$ cat config.mk
export PLATFORM = sky130hd
export DESIGN_NAME = nodelist_crc16_verify_unit
export DESIGN_NICKNAME = d
export VERILOG_FILES = /design/src/hdl/nlcrc_pkg.sv /design/src/hdl/nodelist_crc16_verify_unit.sv
export SDC_FILE = /design/constraint.sdc
export NUM_CORES = 1
export LEC_CHECK = 0
export ABC_AREA = 0
export BUFFER_PORTS_ARGS = -buffer_cell sky130_fd_sc_hd__clkbuf_2
export CORE_UTILIZATION = 25
export CTS_CLUSTER_DIAMETER = 80
export DETAILED_ROUTE_END_ITERATION = 7
export PLACE_DENSITY = 0.54
export SETUP_SLACK_MARGIN = 0.5
export SYNTH_ARGS = -nofsm -noshare
export SYNTH_HDL_FRONTEND = slang
export SYNTH_SLANG_ARGS = --single-unit
$ cat constraint.sdc
create_clock -name clk -period 2.6 [get_ports clk]
set_clock_uncertainty 0.15 [all_clocks]
set_input_delay 0.52 -clock clk [delete_from_list [all_inputs] [get_ports clk]]
set_output_delay 0.52 -clock clk [all_outputs]
set_load 0.02 [all_outputs]
$ cat src/hdl/nlcrc_pkg.sv
package nlcrc_pkg;

	localparam int unsigned BYTE_W   = 8;
	localparam int unsigned CRC_W    = 16;
	localparam int unsigned STATUS_W = 2;
	localparam int unsigned PHASE_W  = 2;

	localparam logic [CRC_W-1:0]  CRC_POLY = 16'h1021;
	localparam logic [CRC_W-1:0]  CRC_INIT = 16'h0000;
	localparam logic [BYTE_W-1:0] BYTE_LF  = 8'h0A;
	localparam logic [BYTE_W-1:0] BYTE_EOF = 8'h1A;

	localparam logic [PHASE_W-1:0] PH_HEADER = 2'd0;
	localparam logic [PHASE_W-1:0] PH_BODY   = 2'd1;
	localparam logic [PHASE_W-1:0] PH_DONE   = 2'd2;

	localparam logic [STATUS_W-1:0] ST_MATCH    = 2'd0;
	localparam logic [STATUS_W-1:0] ST_MISMATCH = 2'd1;
	localparam logic [STATUS_W-1:0] ST_EMPTY    = 2'd2;

	typedef struct packed {
		logic [CRC_W-1:0]    computed_crc;
		logic [STATUS_W-1:0] status;
	} result_t;

	// msb-first byte fold, no reflection
	function automatic logic [CRC_W-1:0] crc_fold(
		input logic [CRC_W-1:0]  crc,
		input logic [BYTE_W-1:0] data
	);
		logic [CRC_W-1:0] c;
		c = crc ^ {data, {(CRC_W-BYTE_W){1'b0}}};
		for (int k = 0; k < BYTE_W; k++) begin
			if (c[CRC_W-1]) begin
				c = {c[CRC_W-2:0], 1'b0} ^ CRC_POLY;
			end else begin
				c = {c[CRC_W-2:0], 1'b0};
			end
		end
		return c;
	endfunction

endpackage

$ cat src/hdl/nodelist_crc16_verify_unit.sv
// channel   | beat fields (lsb first)                | end mark
// s_axis    | tdata: data_byte[7:0]; tuser: has_byte | tlast = last
// m_axis    | tdata: status[1:0], computed_crc[17:2] | none
// cfg       | cfg_wr_data: target_crc[15:0]          | none
//
// one byte per cycle save a stalled end-of-file; input register to result register
// the byte-wide crc fold sits between the input register and the stream state
// a result waits in the output register while the next beats are taken
// arst_n clears stream state, the target crc register and both valid flags
// a stalled result holds only the end-of-file beat behind it
module nodelist_crc16_verify_unit
	import nlcrc_pkg::*;
#(
	parameter int unsigned LINE_LIMIT = 1023
) (
	input  logic        clk,
	input  logic        arst_n,
	input  logic        cfg_wr_en,
	input  logic [15:0] cfg_wr_data,    // target_crc[15:0]
	input  logic        s_axis_tvalid,
	output logic        s_axis_tready,
	input  logic [7:0]  s_axis_tdata,   // data_byte[7:0]
	input  logic        s_axis_tuser,   // has_byte
	input  logic        s_axis_tlast,
	output logic        m_axis_tvalid,
	input  logic        m_axis_tready,
	output logic [23:0] m_axis_tdata    // status[1:0], computed_crc[17:2], zero pad
);

	localparam int unsigned CNT_W = $clog2(LINE_LIMIT + 1);
	localparam logic [CNT_W:0] LIMIT_EXT = (CNT_W+1)'(LINE_LIMIT);

	logic [CRC_W-1:0]   target_crc_q;

	logic               s1_valid_q;
	logic [BYTE_W-1:0]  data_s1;
	logic               has_s1;
	logic               last_s1;

	logic [CRC_W-1:0]   crc_q;
	logic [PHASE_W-1:0] phase_q;
	logic [CNT_W-1:0]   hdr_cnt_q;
	logic               seen_q;

	logic [CRC_W-1:0]   crc_nxt;
	logic [PHASE_W-1:0] phase_nxt;
	logic [CNT_W-1:0]   hdr_cnt_nxt;
	logic               seen_nxt;
	logic [CNT_W:0]     hdr_inc;

	logic               out_valid_q;
	result_t            out_q;
	result_t            res;

	logic               out_free;
	logic               s1_adv;
	logic               in_acc;

	assign out_free      = !out_valid_q || m_axis_tready;
	assign s1_adv        = s1_valid_q && (!last_s1 || out_free);
	assign s_axis_tready = !s1_valid_q || s1_adv;
	assign in_acc        = s_axis_tvalid && s_axis_tready;

	assign m_axis_tvalid = out_valid_q;
	assign m_axis_tdata  = {{(24-CRC_W-STATUS_W){1'b0}}, out_q};

	always_ff @(posedge clk or negedge arst_n) begin
		if (!arst_n) begin
			target_crc_q <= '0;
		end else if (cfg_wr_en) begin
			target_crc_q <= cfg_wr_data;
		end
	end

	// input register
	always_ff @(posedge clk or negedge arst_n) begin
		if (!arst_n) begin
			s1_valid_q <= 1'b0;
		end else if (in_acc) begin
			s1_valid_q <= 1'b1;
		end else if (s1_adv) begin
			s1_valid_q <= 1'b0;
		end
	end

	always_ff @(posedge clk) begin
		if (in_acc) begin
			data_s1 <= s_axis_tdata;
			has_s1  <= s_axis_tuser;
			last_s1 <= s_axis_tlast;
		end
	end

	always_comb begin
		crc_nxt     = crc_q;
		phase_nxt   = phase_q;
		hdr_cnt_nxt = hdr_cnt_q;
		seen_nxt    = seen_q;
		hdr_inc     = {1'b0, hdr_cnt_q} + 1'b1;
		if (has_s1) begin
			seen_nxt = 1'b1;
			case (phase_q)
				PH_HEADER: begin
					hdr_cnt_nxt = hdr_inc[CNT_W-1:0];
					if (data_s1 == BYTE_LF || hdr_inc >= LIMIT_EXT) begin
						phase_nxt = PH_BODY;
					end
				end
				PH_BODY: begin
					if (data_s1 == BYTE_EOF) begin
						phase_nxt = PH_DONE;
					end else begin
						crc_nxt = crc_fold(crc_q, data_s1);
					end
				end
				default: begin
				end
			endcase
		end
		if (!seen_nxt) begin
			res.status       = ST_EMPTY;
			res.computed_crc = '0;
		end else begin
			res.status       = (crc_nxt == target_crc_q) ? ST_MATCH : ST_MISMATCH;
			res.computed_crc = crc_nxt;
		end
	end

	// stream state
	always_ff @(posedge clk or negedge arst_n) begin
		if (!arst_n) begin
			crc_q     <= CRC_INIT;
			phase_q   <= PH_HEADER;
			hdr_cnt_q <= '0;
			seen_q    <= 1'b0;
		end else if (s1_adv) begin
			if (last_s1) begin
				crc_q     <= CRC_INIT;
				phase_q   <= PH_HEADER;
				hdr_cnt_q <= '0;
				seen_q    <= 1'b0;
			end else begin
				crc_q     <= crc_nxt;
				phase_q   <= phase_nxt;
				hdr_cnt_q <= hdr_cnt_nxt;
				seen_q    <= seen_nxt;
			end
		end
	end

	// result register
	always_ff @(posedge clk or negedge arst_n) begin
		if (!arst_n) begin
			out_valid_q <= 1'b0;
		end else if (s1_adv && last_s1) begin
			out_valid_q <= 1'b1;
		end else if (m_axis_tready) begin
			out_valid_q <= 1'b0;
		end
	end

	always_ff @(posedge clk) begin
		if (s1_adv && last_s1) begin
			out_q <= res;
		end
	end

	a_clear_after_eof: assert property (@(posedge clk) disable iff (!arst_n)
		s1_adv && last_s1 |=> phase_q == PH_HEADER && !seen_q && crc_q == CRC_INIT)
		else $error("stream state not cleared after end of file");

	a_empty_zero_crc: assert property (@(posedge clk) disable iff (!arst_n)
		out_valid_q && out_q.status == ST_EMPTY |-> out_q.computed_crc == '0)
		else $error("empty file result carries nonzero crc");

	a_hdr_below_limit: assert property (@(posedge clk) disable iff (!arst_n)
		phase_q == PH_HEADER |-> {1'b0, hdr_cnt_q} < LIMIT_EXT)
		else $error("header count reached limit while still in header");

	a_eof_waits: assert property (@(posedge clk) disable iff (!arst_n)
		s1_valid_q && last_s1 && out_valid_q && !m_axis_tready |=> s1_valid_q && last_s1)
		else $error("end-of-file beat dropped while result stalled");

	a_no_beat_untracked: assert property (@(posedge clk) disable iff (!arst_n)
		s1_valid_q && !s1_adv |-> !s_axis_tready)
		else $error("input taken while stage one holds");

endmodule
; ---- Word-level counts from Yosys, hierarchy flattened
; Cells that the tools add are included.
[classes]
n_addsub = 1
magnitude_cmp = 1
n_eq_ne = 6
muxes = 48
bitwise = 9
reduce_logical = 18
[ops]
columns = cell, count
row1 = $mux 16, 25
row2 = $mux 13, 8
row3 = $mux 10, 3
row4 = $not 3->3, 8
row5 = $eq 16x16->1, 1
row6 = $xor 16x16->16, 1
row7 = $add 10x1->11 const B, 1
row8 = $ge 11x10->1 const B, 1
row9 = $eq 8x4->1 const B, 1
row10 = $eq 8x5->1 const B, 1
row11 = $mux 2, 4
row12 = $reduce_bool 2->1, 4
row13 = $mux 1, 7
row14 = $ne 3x3->1 const B, 2
row15 = $reduce_and 5->1, 1
row16 = $logic_or 1x1->1, 4
row17 = $pmux 2 s2, 1
row18 = $logic_and 1x1->1, 3
row19 = $logic_not 1->1, 3
row20 = $reduce_and 3->1, 1
row21 = $reduce_bool 3->1, 1
row22 = $eq 2x1->1 const B, 1
row23 = $logic_not 2->1, 1
[word_totals]
reg_bits = 75
in_bits = 31
out_inout_bits = 26
wordCells = 95

; ---- Logic depth before layout (Yosys ltp)
[logic_depth]
ltp_word = 43
mapped_depth = 8

; ---- Least setup slack after synthesis
; OpenSTA, ideal clock, no wires.
[synth_path]
path_kind = register -> register
startpoint = register data_s1[6]
endpoint = register out_q, in the netlist m_axis_tdata[0], data pin
setup_ps = 276
t_arrival_ps = 2238
required_ps = 2174
setup_slack_ps = -64
stages_incl_launch_ff = 8
path_buffers = 0
path_cell_list = edfxtp_1 -> xnor2_1 -> xor3_1 -> a221o_1 -> nor4b_1 -> o32ai_1 -> nor4_1 -> a31oi_1
[synth_between]
elab_chain_len = 35
[synth_lines]
columns = item, line
row1 = start: declaration, nodelist_crc16_verify_unit.sv:36  ; logic [BYTE_W-1:0] data_s1;
row2 = start signal: assignment, nodelist_crc16_verify_unit.sv:88  ; data_s1 <= s_axis_tdata;
row3 = $xor 16x16->16, nlcrc_pkg.sv:32  ; c = crc ^ {data, {(CRC_W-BYTE_W){1'b0}}};
row4 = $mux 16, nodelist_crc16_verify_unit.sv:110  ; if (data_s1 == BYTE_EOF) begin
row5 = $mux 16, nodelist_crc16_verify_unit.sv:102  ; case (phase_q)
row6 = $mux 16, nodelist_crc16_verify_unit.sv:100  ; if (has_s1) begin
row7 = $mux 13, nlcrc_pkg.sv:34  ; if (c[CRC_W-1]) begin
row8 = $mux 16, nodelist_crc16_verify_unit.sv:110
row9 = $mux 16, nodelist_crc16_verify_unit.sv:102
row10 = $mux 16, nodelist_crc16_verify_unit.sv:100
row11 = (+19 left out), n/a
row12 = $mux 16, nodelist_crc16_verify_unit.sv:102
row13 = $mux 16, nodelist_crc16_verify_unit.sv:100
row14 = $mux 13, nlcrc_pkg.sv:34
row15 = $mux 16 *, nodelist_crc16_verify_unit.sv:110
row16 = $mux 16 *, nodelist_crc16_verify_unit.sv:102
row17 = $mux 16 *, nodelist_crc16_verify_unit.sv:100
row18 = $eq 16x16->1 *, nodelist_crc16_verify_unit.sv:124  ; res.status = (crc_nxt == target_crc_q) ? ST_MATCH : ST_MISMATCH;
row19 = $mux 1 *, nodelist_crc16_verify_unit.sv:124
row20 = end signal: assignment, nodelist_crc16_verify_unit.sv:164  ; out_q <= res;
row21 = end: declaration, nodelist_crc16_verify_unit.sv:52  ; result_t out_q;
; Every way passes the cells marked *; elsewhere a longest branch is shown, timed or not. The select of a mux whose other input is x is not followed.
; A chain may end at the register's enable or synchronous reset.

; ---- Worst setup path after layout
[layout_path]
startpoint = register data_s1[7]
endpoint = register out_q, in the netlist m_axis_tdata[0], data pin
[layout_between]
elab_chain_len = 36
[layout_lines]
columns = item, line
row1 = $xor 16x16->16, nlcrc_pkg.sv:32
row2 = $mux 13, nlcrc_pkg.sv:34
row3 = $mux 16, nodelist_crc16_verify_unit.sv:110
row4 = $mux 16, nodelist_crc16_verify_unit.sv:102
row5 = $mux 16, nodelist_crc16_verify_unit.sv:100
row6 = $mux 13, nlcrc_pkg.sv:34
row7 = $mux 16, nodelist_crc16_verify_unit.sv:110
row8 = $mux 16, nodelist_crc16_verify_unit.sv:102
row9 = (+20 left out), n/a
row10 = "$mux 16, on equally long branches", "nodelist_crc16_verify_unit.sv:102, nodelist_crc16_verify_unit.sv:100"
row11 = $mux 16 / $not 3->3 (equally long branches), n/a
row12 = $mux 13, nlcrc_pkg.sv:34
row13 = $mux 16 *, nodelist_crc16_verify_unit.sv:110
row14 = $mux 16 *, nodelist_crc16_verify_unit.sv:102
row15 = $mux 16 *, nodelist_crc16_verify_unit.sv:100
row16 = $eq 16x16->1 *, nodelist_crc16_verify_unit.sv:124
row17 = $mux 1 *, nodelist_crc16_verify_unit.sv:124
; Marked as above.

==> impl_metrics.tcl <==
set metrics [dict create \
    fin_crit_ns 2.59 \
    ys_warn_count 0 \
    place_area_um2 4640 \
    cap_violations 0 \
    end_kind "flip-flop" \
    clk_pin_slew_ns 0.06 \
    setup_viol 0 \
    fp-row-count 45 \
    arrival_ns 2.64 \
    die_width_um 126 \
    drive_above_1_share_pct 40.6 \
    track_usage_pct 14.0 \
    clock-sinks 75 \
    core_um2 15100 \
    p_leak_nw 2.22 \
    numCtsBuffers 9 \
    hold_class "in2async" \
    wire_per_inst_um 15.9 \
    hold_violations 0 \
    synth_edf_count 28 \
    start_util_pct 25.6 \
    syn_area_um2 3870 \
    fmax_mhz 386 \
    yosysUniqueCellTypes 54 \
    required_ns 2.64 \
    cts_max_path_buffers 2 \
    drc 0 \
    fin_crit_sh_pct 99.7 \
    crit_type "reg2reg" \
    syn_inst 356 \
    drt-initial-drc-count 146 \
    power.internal_mw 3.25 \
    grt_max_degree 28 \
    gp_congestion 0.784 \
    hpwl_um 7220 \
    diodes 0 \
    ioPinCount 57 \
    power_frac_comb_pct 44.0 \
    first_global_vias 3234 \
    ys_async_sr_fraction_pct 62.7 \
    vias 3072 \
    grt_pass1_wl_um 17000 \
    ant_nets 0 \
    synth-seq-area-share_pct 52.1 \
    cp_max_fo 9 \
    clock_latency_ns 0.34 \
    status "finished clean" \
    die_area_um2 16000 \
    antenna_found_initial 0 \
    pwr-share-clk_pct 23.1 \
    io_buffers 50 \
    die_h_um 126 \
    seq_power_share_pct 33.0 \
    timing.slew.headroom_pct 56.3 \
    drv_slew 0 \
    cts_tree "built" \
    tns_ns 0 \
    power_switching_mw 1.82 \
    tightestPinTransition_ns 0.655 \
    p_per_area_nw_per_um2 967 \
    grt.overflow.total 0 \
    htreeDepth 3 \
    area.growth.synth_to_final_pct 35.5 \
    cp-start-kind "flip-flop" \
    first_pass_iters 4 \
    ir_drop_uv 358 \
    root_buffer "clkbuf_16" \
    rsz0062_at_grt "true" \
    switching_share_pct 35.9 \
    vias_per_cell 4.70 \
    fin_nets 494 \
    synthFlopType "dfrtp_1" \
    synth-seq-cells 75 \
    syn_area_per_cell_um2 10.9 \
    routed_wl_um 10400 \
    final_area_um2 5240 \
]
## final cells by class
| class | instances | area [um2] |
|---|---|---|
| clock inverters | 5 | 27.5 |
| flip-flops and latches | 75 | 2020 |
| clock buffers | 11 | 253 |
| well taps | 188 | 235 |
| fillers | 1526 | 9900 |
| inverters | 8 | 30.0 |
| multi-input cells | 261 | 1980 |
| repair buffers | 106 | 702 |
## Yosys cell counts, types with 2 or more instances
master	n	share of area (%)
dfrtp_1	47	30
nand2_1	43	4.2
o21ai_0	32	4.1
edfxtp_1	28	22
nor2_1	27	2.6
xnor2_1	26	5.9
mux2_2	17	4.9
xor2_1	17	3.8
a21oi_1	13	1.7
a21boi_0	9	1.7
clkbuf_1	9	0.87
inv_1	8	0.78
nand3_1	7	0.91
buf_4	6	1.2
and3_1	5	0.81
a22oi_1	4	0.78
a31oi_1	4	0.65
a32o_1	3	0.78
mux2i_1	3	0.78
nand2b_1	3	0.49
a21boi_1	2	0.39
a22o_1	2	0.45
and2_1	2	0.32
buf_6	2	0.58
ha_1	2	0.65
nand4_1	2	0.32
nor3_1	2	0.26
nor4_1	2	0.32
nor4b_1	2	0.45
o21ai_1	2	0.26
o22ai_1	2	0.32
## cells by family (layout without fill, tap and decap cells)
group                      count (synthesis)  after routing  share of synthesized area, %
adders and majority gates                  2              2                         0.647
muxes                                     21             21                          6.30
AOI/OAI and AO/OA                         81             81                          13.5
other                                      1              6                        0.0969
buffers and inverters                     26            130                          3.52
DFF                                       75             75                          52.1
xor gates and xnor gates                  45             45                          10.8
and+or+nand+nor                          105            106                          13.0
## worst paths after layout
check                                start         endpoint  slack [ns]  cells after the start
max                             data_s1[7]  m_axis_tdata[0]       0.007                      8
min                                 arst_n     hdr_cnt_q[2]        0.04                      1
max reg2reg                     data_s1[7]  m_axis_tdata[0]       0.007                      8
min reg2reg                         seen_q           seen_q        0.36                      2
max in group asynchronous           arst_n         crc_q[2]        1.67                      2
min in group clk           s_axis_tdata[1]       data_s1[1]        0.20                      1
## critical path: stages, from the launching register on
cell and delay, ns:
edfxtp_1 0.39, or4b_4 0.60, o41ai_4 0.23, buf_6 0.20
buf_6 0.15, nor4b_1 0.06, o32ai_1 0.42, nor4_2 0.08
a31oi_1 0.17
## sequential cells by signal, summed over array words and instances, names as in the netlist, 2 cells and up
register and count:
hdr_cnt_q 10, data_s1 8, phase_q 2, m_axis_tdata 18, crc_q 16, target_crc_q 16
## through the flow
| step | hold WS [ns] | cells | setup slack [ns] | total power [mW] | util [%] |
|---|---|---|---|---|---|
| global route | 0.0830 | 654 | -0.134 | 5.37 | 34.6 |
| detailed placement | 0.343 | 624 | -0.158 | 3.57 | 30.6 |
| CTS | 0.0562 | 653 | -0.00536 | 4.93 | 33.7 |
| global placement | 0.332 | 624 | -0.103 | 3.54 | 30.6 |
| finish | 0.0402 | 654 | 0.00681 | 5.07 | 34.6 |
| floorplan | 0.0744 | 361 | 0.143 | 2.84 | - |
## timing repair
action	in CTS	in global routing
cloned	1	0
endpoints found under the setup margin	53	41
pin swaps	4	1
buffers inserted	12	1
hold buffers	0	0
gates resized for setup	25	37
## cell usage in the layout, fill, tap and decap left out, types with 7 or more instances in the layout
cell,netlist,layout
clkbuf_2,0,50
buf_4,6,50
dfrtp_1,47,47
nand2_1,43,38
edfxtp_1,28,28
xnor2_1,26,24
nor2_1,27,22
o21ai_0,32,20
mux2_2,17,15
xor2_1,17,15
o21ai_1,2,10
clkbuf_16,0,9
inv_1,8,8
a21boi_1,2,8
nand3_1,7,7
a21oi_2,0,7
## routing by layer
layer / global-route usage [%] / share of wire (%) / vias to the layer above
met2: 22.6 / 48 / 87
met3: 4.05 / 5.3 / 17
met1: 17.4 / 45 / 1512
li1: - / - / 1456
met4: 5.95 / 2.4 / 0
met5: 0 / 0 / -
## power groups by stage
stage	logic (mW)	clock network, mW	registers (mW)
2_1_floorplan	1.16	0	1.68
3_3_place_gp	1.86	0	1.68
3_5_place_dp	1.89	0	1.68
4_1_cts	2.07	1.20	1.66
5_1_grt	2.42	1.25	1.70
6_report	2.23	1.17	1.67
No activity file was read; power rests on OpenSTA's default activity.
